### config.mk
export PLATFORM = sky130hd
export DESIGN_NAME = tickless_idle_deadline_unit
export DESIGN_NICKNAME = d
export VERILOG_FILES = /design/src/design/tidu_pkg.sv /design/src/design/tickless_idle_deadline_unit.sv /design/src/design/tidu_iter.sv
export SDC_FILE = /design/constraint.sdc
export NUM_CORES = 2
export LEC_CHECK = 0
export BUFFER_PORTS_ARGS = -buffer_cell sky130_fd_sc_hd__buf_2
export CORE_UTILIZATION = 60
export CTS_CLUSTER_DIAMETER = 50
export DETAILED_ROUTE_END_ITERATION = 8
export PLACE_DENSITY = 0.85
export REMOVE_ABC_BUFFERS = 1
export SYNTH_ARGS = -nofsm -noshare
export SYNTH_HDL_FRONTEND = slang
export SYNTH_SLANG_ARGS = --single-unit
### constraint.sdc
create_clock -name clk -period 32.2 [get_ports clk]
set_input_delay 6.44 -clock clk [delete_from_list [all_inputs] [get_ports clk]]
set_output_delay 6.44 -clock clk [all_outputs]
set_load 0.05 [all_outputs]
### src/design/tidu_pkg.sv
// tidu_pkg: shared widths, codes and handshake structs of the tickless idle deadline unit
// used by tidu_iter and tickless_idle_deadline_unit, depends on nothing

package tidu_pkg;

  localparam int unsigned TimeW   = 64;
  localparam int unsigned TickW   = 32;
  localparam int unsigned StatusW = 3;
  localparam int unsigned ModeW   = 2;
  localparam int unsigned CntW    = 6;

  localparam logic [TickW-1:0] PeriodReset = 32'd10000;
  localparam logic [TickW-1:0] MinIdle     = 32'd2;
  localparam logic [TickW-1:0] OneTick     = 32'd1;

  localparam logic [ModeW-1:0] ModeStart = 2'd0;
  localparam logic [ModeW-1:0] ModeSleep = 2'd1;
  localparam logic [ModeW-1:0] ModeWake  = 2'd2;

  localparam logic [StatusW-1:0] StArmed       = 3'd0;
  localparam logic [StatusW-1:0] StIgnored     = 3'd1;
  localparam logic [StatusW-1:0] StAborted     = 3'd2;
  localparam logic [StatusW-1:0] StSleeping    = 3'd3;
  localparam logic [StatusW-1:0] StWokeDeadline = 3'd4;
  localparam logic [StatusW-1:0] StWokeEarly   = 3'd5;
  localparam logic [StatusW-1:0] StError       = 3'd6;

  localparam logic [CntW-1:0] DivSteps = 6'd63;
  localparam logic [CntW-1:0] MulSteps = 6'd31;

  typedef enum logic {
    ITER_MUL,
    ITER_DIV
  } iter_op_t;

  typedef struct packed {
    logic     start;
    iter_op_t op;
  } iter_req_t;

  typedef struct packed {
    logic busy;
    logic done;
  } iter_rsp_t;

endpackage

### src/design/tickless_idle_deadline_unit.sv
// tickless_idle_deadline_unit: timer compare deadlines for periodic ticks and tickless idle
// sequencer around tidu_iter; uses tidu_pkg
//
//  channel | ports                                   | handshake
//  in      | in_mode in_now in_idle_ticks in_abort_sleep | in_valid / in_ready
//  out     | out_status out_compare_write out_compare_value out_step_ticks | out_valid / out_ready
//  cfg     | cfg_wdata (tick_period)                 | cfg_we, no wait
//
// one word at a time; start, ignored, veto, stray wake and wake at deadline go straight to emit
// a sleep with a tick due stops at the compare; an early wake before the boundary goes to finish
// a sleep runs the boundary compare, then the shift-add multiply, then the finish step
// an early wake runs the divide then the multiply (only the divide if too late)
// reset is synchronous on rst_n and clears tick_period to 10000 and all timer state
// a finished word waits in the output register; the last step stalls until it is free

module tickless_idle_deadline_unit (
  input  logic                              clk,
  input  logic                              rst_n,
  input  logic                              in_valid,
  output logic                              in_ready,
  input  logic [tidu_pkg::ModeW-1:0]        in_mode,
  input  logic [tidu_pkg::TimeW-1:0]        in_now,
  input  logic [tidu_pkg::TickW-1:0]        in_idle_ticks,
  input  logic                              in_abort_sleep,
  output logic                              out_valid,
  input  logic                              out_ready,
  output logic [tidu_pkg::StatusW-1:0]      out_status,
  output logic                              out_compare_write,
  output logic [tidu_pkg::TimeW-1:0]        out_compare_value,
  output logic [tidu_pkg::TickW-1:0]        out_step_ticks,
  input  logic                              cfg_we,
  input  logic [tidu_pkg::TickW-1:0]        cfg_wdata
);

  typedef enum logic [3:0] {
    S_IDLE,
    S_EXEC,
    S_SLP_CMP,
    S_MUL_SLP,
    S_SLP_FIN,
    S_DIV,
    S_MUL_WAKE,
    S_WAKE_FIN,
    S_EMIT
  } state_t;

  state_t                           state_r;
  logic [tidu_pkg::TickW-1:0]       tick_period_r;
  logic [tidu_pkg::TimeW-1:0]       next_time_r;
  logic                             sleep_pending_r;
  logic [tidu_pkg::TimeW-1:0]       saved_boundary_r;
  logic [tidu_pkg::TimeW-1:0]       saved_deadline_r;
  logic [tidu_pkg::TickW-1:0]       saved_idle_r;

  logic [tidu_pkg::ModeW-1:0]       mode_r;
  logic [tidu_pkg::TimeW-1:0]       now_r;
  logic [tidu_pkg::TickW-1:0]       idle_r;
  logic                             veto_r;
  logic [tidu_pkg::TimeW-1:0]       bnd_r;
  logic [tidu_pkg::TimeW-1:0]       tmp_r;
  logic [tidu_pkg::TickW-1:0]       elapsed_r;

  logic [tidu_pkg::StatusW-1:0]     res_status_r;
  logic                             res_wr_r;
  logic [tidu_pkg::TickW-1:0]       res_step_r;

  logic                             out_valid_r;
  logic [tidu_pkg::StatusW-1:0]     out_status_r;
  logic                             out_wr_r;
  logic [tidu_pkg::TimeW-1:0]       out_value_r;
  logic [tidu_pkg::TickW-1:0]       out_step_r;

  logic [tidu_pkg::TickW-1:0]       p;
  logic [tidu_pkg::TimeW-1:0]       p64;
  tidu_pkg::iter_req_t              iter_req;
  tidu_pkg::iter_rsp_t              iter_rsp;
  logic [tidu_pkg::TimeW-1:0]       iter_opa;
  logic [tidu_pkg::TimeW-1:0]       iter_res;
  logic                             wake_due;
  logic                             wake_in_window;
  logic                             div_bad;
  logic [tidu_pkg::TickW-1:0]       elapsed_nxt;

  assign p   = (tick_period_r == '0) ? tidu_pkg::OneTick : tick_period_r;
  assign p64 = {{(tidu_pkg::TimeW-tidu_pkg::TickW){1'b0}}, p};

  assign wake_due       = (now_r >= saved_deadline_r);
  assign wake_in_window = (now_r >= saved_boundary_r);
  assign div_bad        = (saved_idle_r == '0) ||
                          (iter_res >= {{(tidu_pkg::TimeW-tidu_pkg::TickW){1'b0}},
                                        saved_idle_r - tidu_pkg::OneTick});
  assign elapsed_nxt    = iter_res[tidu_pkg::TickW-1:0] + tidu_pkg::OneTick;

  // requests to the shared unit
  always_comb begin
    iter_req.start = 1'b0;
    iter_req.op    = tidu_pkg::ITER_MUL;
    iter_opa       = '0;
    case (state_r)
      S_EXEC: begin
        if (mode_r == tidu_pkg::ModeWake && sleep_pending_r && !wake_due && wake_in_window) begin
          iter_req.start = 1'b1;
          iter_req.op    = tidu_pkg::ITER_DIV;
          iter_opa       = now_r - saved_boundary_r;
        end
      end
      S_SLP_CMP: begin
        if (now_r < bnd_r) begin
          iter_req.start = 1'b1;
          iter_opa = {{(tidu_pkg::TimeW-tidu_pkg::TickW){1'b0}}, idle_r - tidu_pkg::OneTick};
        end
      end
      S_DIV: begin
        if (iter_rsp.done && !div_bad) begin
          iter_req.start = 1'b1;
          iter_opa = {{(tidu_pkg::TimeW-tidu_pkg::TickW){1'b0}}, elapsed_nxt};
        end
      end
      default: begin
        iter_req.start = 1'b0;
      end
    endcase
  end

  tidu_iter u_iter (
    .clk    (clk),
    .rst_n  (rst_n),
    .req    (iter_req),
    .opa    (iter_opa),
    .opb    (p),
    .rsp    (iter_rsp),
    .result (iter_res)
  );

  always_ff @(posedge clk) begin
    if (!rst_n) begin
      state_r          <= S_IDLE;
      tick_period_r    <= tidu_pkg::PeriodReset;
      next_time_r      <= '0;
      sleep_pending_r  <= 1'b0;
      saved_boundary_r <= '0;
      saved_deadline_r <= '0;
      saved_idle_r     <= '0;
      out_valid_r      <= 1'b0;
    end else begin
      if (cfg_we) begin
        tick_period_r <= cfg_wdata;
      end
      if (out_valid_r && out_ready && state_r != S_EMIT) begin
        out_valid_r <= 1'b0;
      end
      case (state_r)
        S_IDLE: begin
          if (in_valid) begin
            mode_r  <= in_mode;
            now_r   <= in_now;
            idle_r  <= in_idle_ticks;
            veto_r  <= in_abort_sleep;
            state_r <= S_EXEC;
          end
        end
        S_EXEC: begin
          case (mode_r)
            tidu_pkg::ModeStart: begin
              res_status_r    <= tidu_pkg::StArmed;
              res_wr_r        <= 1'b1;
              tmp_r           <= now_r + p64;
              res_step_r      <= '0;
              next_time_r     <= now_r + {p64[tidu_pkg::TimeW-2:0], 1'b0};
              sleep_pending_r <= 1'b0;
              state_r         <= S_EMIT;
            end
            tidu_pkg::ModeSleep: begin
              res_wr_r   <= 1'b0;
              res_step_r <= '0;
              if (idle_r < tidu_pkg::MinIdle) begin
                res_status_r <= tidu_pkg::StIgnored;
                state_r      <= S_EMIT;
              end else if (veto_r) begin
                res_status_r <= tidu_pkg::StAborted;
                state_r      <= S_EMIT;
              end else begin
                bnd_r   <= next_time_r - p64;
                state_r <= S_SLP_CMP;
              end
            end
            tidu_pkg::ModeWake: begin
              res_wr_r <= 1'b0;
              if (!sleep_pending_r) begin
                res_status_r <= tidu_pkg::StError;
                res_step_r   <= '0;
                state_r      <= S_EMIT;
              end else begin
                sleep_pending_r <= 1'b0;
                if (wake_due) begin
                  res_status_r <= tidu_pkg::StWokeDeadline;
                  res_step_r   <= saved_idle_r - tidu_pkg::OneTick;
                  state_r      <= S_EMIT;
                end else if (wake_in_window) begin
                  res_step_r <= '0;
                  state_r    <= S_DIV;
                end else if (saved_idle_r == '0) begin
                  res_status_r <= tidu_pkg::StError;
                  res_step_r   <= '0;
                  state_r      <= S_EMIT;
                end else begin
                  elapsed_r  <= '0;
                  tmp_r      <= saved_boundary_r;
                  res_step_r <= '0;
                  state_r    <= S_WAKE_FIN;
                end
              end
            end
            default: begin
              res_status_r <= tidu_pkg::StIgnored;
              res_wr_r     <= 1'b0;
              res_step_r   <= '0;
              state_r      <= S_EMIT;
            end
          endcase
        end
        S_SLP_CMP: begin
          if (now_r >= bnd_r) begin
            res_status_r <= tidu_pkg::StAborted;
            state_r      <= S_EMIT;
          end else begin
            state_r <= S_MUL_SLP;
          end
        end
        S_MUL_SLP: begin
          if (iter_rsp.done) begin
            tmp_r   <= bnd_r + iter_res;
            state_r <= S_SLP_FIN;
          end
        end
        S_SLP_FIN: begin
          next_time_r      <= tmp_r + p64;
          sleep_pending_r  <= 1'b1;
          saved_boundary_r <= bnd_r;
          saved_deadline_r <= tmp_r;
          saved_idle_r     <= idle_r;
          res_status_r     <= tidu_pkg::StSleeping;
          res_wr_r         <= 1'b1;
          state_r          <= S_EMIT;
        end
        S_DIV: begin
          if (iter_rsp.done) begin
            if (div_bad) begin
              res_status_r <= tidu_pkg::StError;
              state_r      <= S_EMIT;
            end else begin
              elapsed_r <= elapsed_nxt;
              state_r   <= S_MUL_WAKE;
            end
          end
        end
        S_MUL_WAKE: begin
          if (iter_rsp.done) begin
            tmp_r   <= saved_boundary_r + iter_res;
            state_r <= S_WAKE_FIN;
          end
        end
        S_WAKE_FIN: begin
          next_time_r  <= tmp_r + p64;
          res_status_r <= tidu_pkg::StWokeEarly;
          res_wr_r     <= 1'b1;
          res_step_r   <= elapsed_r;
          state_r      <= S_EMIT;
        end
        S_EMIT: begin
          if (!out_valid_r || out_ready) begin
            out_valid_r  <= 1'b1;
            out_status_r <= res_status_r;
            out_wr_r     <= res_wr_r;
            out_value_r  <= res_wr_r ? tmp_r : '0;
            out_step_r   <= res_step_r;
            state_r      <= S_IDLE;
          end
        end
        default: begin
          state_r <= S_IDLE;
        end
      endcase
    end
  end

  assign in_ready          = (state_r == S_IDLE);
  assign out_valid         = out_valid_r;
  assign out_status        = out_status_r;
  assign out_compare_write = out_wr_r;
  assign out_compare_value = out_value_r;
  assign out_step_ticks    = out_step_r;

  // shared unit only runs while the sequencer waits on it
  a_iter_owned: assert property (@(posedge clk) disable iff (!rst_n)
    iter_rsp.busy |-> (state_r == S_DIV || state_r == S_MUL_SLP || state_r == S_MUL_WAKE))
    else $error("shared unit busy outside a wait state");

  // a sleep is recorded only by the sleep finishing step
  a_pending_set: assert property (@(posedge clk) disable iff (!rst_n)
    $rose(sleep_pending_r) |-> $past(state_r == S_SLP_FIN))
    else $error("sleep pending set outside sleep finish");

  // no compare value without a compare write
  a_value_gated: assert property (@(posedge clk) disable iff (!rst_n)
    (out_valid && !out_compare_write) |-> (out_compare_value == '0))
    else $error("compare value without compare write");

  // compare writes come only with armed, sleeping or early wake
  a_write_status: assert property (@(posedge clk) disable iff (!rst_n)
    (out_valid && out_compare_write) |->
      (out_status == tidu_pkg::StArmed || out_status == tidu_pkg::StSleeping ||
       out_status == tidu_pkg::StWokeEarly))
    else $error("compare write with wrong status");

endmodule

### src/design/tidu_iter.sv
// tidu_iter: shared shift-add / shift-subtract unit, one bit per cycle
// 64 by 32 restoring divide, 32 by 32 multiply; uses tidu_pkg

module tidu_iter (
  input  logic                            clk,
  input  logic                            rst_n,
  input  tidu_pkg::iter_req_t             req,
  input  logic [tidu_pkg::TimeW-1:0]      opa,
  input  logic [tidu_pkg::TickW-1:0]      opb,
  output tidu_pkg::iter_rsp_t             rsp,
  output logic [tidu_pkg::TimeW-1:0]      result
);

  logic                         busy_r;
  logic                         done_r;
  tidu_pkg::iter_op_t           op_r;
  logic [tidu_pkg::CntW-1:0]    cnt_r;
  logic [tidu_pkg::TickW-1:0]   rem_r;
  logic [tidu_pkg::TimeW-1:0]   q_r;
  logic [tidu_pkg::TickW-1:0]   b_r;

  logic                         is_div;
  logic [tidu_pkg::TickW:0]     x;
  logic [tidu_pkg::TickW:0]     y;
  logic [tidu_pkg::TickW+1:0]   sum;
  logic [tidu_pkg::TickW-1:0]   rem_nxt;
  logic [tidu_pkg::TimeW-1:0]   q_nxt;

  assign is_div = (op_r == tidu_pkg::ITER_DIV);

  // one shared 33 bit adder, subtracting for divide
  always_comb begin
    if (is_div) begin
      x = {rem_r, q_r[tidu_pkg::TimeW-1]};
      y = ~{1'b0, b_r};
    end else begin
      x = {1'b0, rem_r};
      y = q_r[0] ? {1'b0, b_r} : '0;
    end
    sum = {1'b0, x} + {1'b0, y} + {{(tidu_pkg::TickW+1){1'b0}}, is_div};
    if (is_div) begin
      rem_nxt = sum[tidu_pkg::TickW+1] ? sum[tidu_pkg::TickW-1:0] : x[tidu_pkg::TickW-1:0];
      q_nxt   = {q_r[tidu_pkg::TimeW-2:0], sum[tidu_pkg::TickW+1]};
    end else begin
      rem_nxt = sum[tidu_pkg::TickW:1];
      q_nxt   = {q_r[tidu_pkg::TimeW-1:tidu_pkg::TickW], sum[0], q_r[tidu_pkg::TickW-1:1]};
    end
  end

  always_ff @(posedge clk) begin
    if (!rst_n) begin
      busy_r <= 1'b0;
      done_r <= 1'b0;
      op_r   <= tidu_pkg::ITER_MUL;
      cnt_r  <= '0;
    end else begin
      done_r <= busy_r && (cnt_r == '0);
      if (busy_r) begin
        rem_r <= rem_nxt;
        q_r   <= q_nxt;
        cnt_r <= cnt_r - 1'b1;
        if (cnt_r == '0) begin
          busy_r <= 1'b0;
        end
      end else if (req.start) begin
        busy_r <= 1'b1;
        op_r   <= req.op;
        rem_r  <= '0;
        q_r    <= opa;
        b_r    <= opb;
        cnt_r  <= (req.op == tidu_pkg::ITER_DIV) ? tidu_pkg::DivSteps : tidu_pkg::MulSteps;
      end
    end
  end

  assign rsp.busy = busy_r;
  assign rsp.done = done_r;
  assign result   = is_div ? q_r : {rem_r, q_r[tidu_pkg::TickW-1:0]};

endmodule

==> flow_metrics.tcl <==
set metrics [dict create \
    synthArstFlopShare_pct 0 \
    design_area_um2 61900 \
    syn_area_per_cell_um2 8.72 \
    clkLatencyLatePin_ns 0.70 \
    cts_setup_buffers 0 \
    dpl_worst_slack_ns 22.93 \
    synth_area_um2 56200 \
    dieWidth_um 308 \
    drt-total-wl_um 188000 \
    core.rowCount 111 \
    drv_slew 0 \
    fin_ws_ns 23.59 \
    crit_type "input pin to flop" \
    clock_sinks 794 \
    seq_area_um2 21100 \
    critPathBufInv 5 \
    netlist.area_leader.share_pct 27.9 \
    leakage_nw 24.8 \
    first_global_vias 48400 \
    hold_viol 0 \
    drtAntennaViolNets 0 \
    slowest_stage "buf_4" \
    fin_util_pct 67.1 \
    ctsHtreeMaxLevel 3 \
    yosysWarnings 0 \
    power_density_nw_per_um2 42.9 \
    fmaxAchievable_ghz 0.116 \
    synth.ff_latch_count 794 \
    grt_max_degree 126 \
    final_nets 7137 \
    setup_viol 0 \
    dr_total_vias 52100 \
    design.die.area_um2 94900 \
    violations "design-rule violations" \
    initial_core_util_pct 60.9 \
    post-route-drc-count 9 \
    maxCapViolations 0 \
    tightest_slew_ns 1.27 \
    synth_top_cell_by_area "edfxtp_1" \
    via_per_inst 6.62 \
    synth_edf_count 523 \
    die_height_um 308 \
    dr.pass1.iters 9 \
    cp.required_ns 32.51 \
    vdd_ir_drop_max_v 0.0000403 \
    clockBufferDepth 3 \
    slowest_delay_ns 0.70 \
    hold_buffers 0 \
    wl_per_cell_um 23.8 \
    maxSlewHeadroom_pct 14.1 \
    dp_hpwl_um 141000 \
    period_share_pct 26.8 \
    drtIter0Drc 7294 \
    io_pins 238 \
    min_period_ns 8.61 \
    yosys.cell_types.count 81 \
    synth_flop_cell "edfxtp_1" \
    cts_tree "built" \
    ys_seq_area_share_pct 37.6 \
    place_congestion 1.02 \
    critical_path.max_fanout 86 \
    multi_input_area_um2 32800 \
    area_growth_pct 10.1 \
    hold_ws_ns 0.402 \
    tns_ns 0 \
    status "finished with violations" \
    critPathTopFamily "buffers and inverters" \
    clock_skew_ns 0.0418 \
    clk_pin_slew_ns 0.06 \
    cpMostUsedCell "buf_4" \
    cp.arrival_ns 8.93 \
    cts_made_buffers 97 \
    synth.most_common_cell "nand2_1" \
    crit_path_end_kind "flop" \
    port_buffers 237 \
    grt_pass1_wl_um 282000 \
    grt_remaining_overflow 0 \
    synthTopCellsByCount "925 x nand2_1, 566 x a21oi_1, 523 x edfxtp_1" \
    grt_usage_pct 38.7 \
    n_fill_cell 7276 \
    antenna_found_initial 10 \
    rsz0062_at_grt "false" \
    post_cts_resized 0 \
    synth.area.top_cells "edfxtp_1 28%, ha_1 10%, dfxtp_1 9.7%" \
    placed_area_um2 58500 \
    crit_path_cell_trace "buf_2 > buf_4 > inv_8 > nor3b_2 > buf_4 > buf_4" \
    hold_path_class "flop to flop" \
    start_kind "input pin" \
    drive_above_1_share_pct 8.91 \
    root_buffer "clkbuf_16" \
    core_um2 92200 \
    netlist_instances 6446 \
]
## final timing paths
kind / from / endpoint / slack, ns / cells after the start
worst max register to register: tick_period_r[24]$_SDFFE_PN0P_ / next_time_r[59]$_SDFFE_PN0P_ / 24.94 / 15
worst min register to register: res_step_r[28]$_DFFE_PP_ / out_step_ticks[28]$_DFFE_PP_ / 0.40 / 0
worst max-delay path: rst_n / out_compare_value[57]$_SDFFCE_PN0P_ / 23.59 / 6
worst min-delay path: res_step_r[28]$_DFFE_PP_ / out_step_ticks[28]$_DFFE_PP_ / 0.40 / 0
## kinds of logic after synthesis
group	share of synthesized area, %
buf+inv	4.40
xor+xnor	6.51
compound gates	20.7
mux	2.68
flops	37.6
simple gates	17.8
fa+ha+maj	10.4
## layout by cell type (no fill, tap or decap), types with 21 or more instances in the layout
master	synthesis	routed
a21oi_1	566	565
dfxtp_1	271	270
a21o_1	219	219
nand2b_1	79	79
and2_1	108	107
xnor2_1	205	205
o22ai_1	52	52
a31oi_1	71	71
o21bai_1	41	41
nand2_1	925	925
nand4_1	85	85
or3_1	50	50
nor2_1	381	377
buf_4	0	82
nor4_1	61	60
o21ai_0	380	378
edfxtp_1	523	523
clkbuf_16	0	102
o21a_1	73	72
and4_1	26	26
o31ai_1	40	39
a211oi_1	71	71
and3_1	52	50
nor3_1	117	115
inv_1	329	327
mux2i_1	103	103
xor2_1	213	213
o211ai_1	51	51
a221oi_1	22	21
buf_2	5	237
mux2_2	42	42
nand3_1	141	139
nor2b_1	46	46
a222oi_1	25	25
ha_1	454	453
## per-stage QoR
stage | power, W | instances
after floorplan | 0.00140 | 6121
after global placement | 0.00151 | 7683
after detailed placement | 0.00152 | 7683
after CTS | 0.00264 | 7864
after global routing | 0.00272 | 7864
final | 0.00265 | 7871
## final cells by class
cell class                 instances  area share, %
multi-input combinational       4997           53.0
sequential                       794           34.2
clock buffer                     120           4.33
timing repair buffer             319           2.91
tap                             1243           2.51
inverter                         330           2.01
clock inverter                    61           1.07
antenna                            7         0.0283
## registers in the layout (all words and copies together), names as in the netlist, 2 cells and up
signal,cells
u_iter.cnt_r,6
now_r,64
out_step_ticks,32
u_iter.q_r,64
out_status,3
saved_boundary_r,64
res_status_r,3
u_iter.b_r,32
saved_idle_r,32
tick_period_r,32
bnd_r,64
res_step_r,32
tmp_r,64
u_iter.rem_r,32
next_time_r,64
elapsed_r,32
out_compare_value,64
idle_r,32
state_r,4
mode_r,2
saved_deadline_r,64
## report_power, final
group	total [W]	internal, W	leakage, nW	switching (W)
logic	0.000372	0.000136	16.1	0.000235
clock network	0.00114	0.000678	1.64	0.000457
registers	0.00114	0.00111	7.04	0.0000318
total	0.00265	0.00193	24.8	0.000724
## metal layers
layer	vias up	track usage (%)	wire length (µm)	part of all wire, %
met3	546	8.48	25600	14
li1	23700	-	-	-
met4	6	16.8	8810	4.7
met5	-	0	39	0.021
met2	3613	57.6	78800	42
met1	24200	54.1	74300	40
Power figures use the tool's default switching activity.
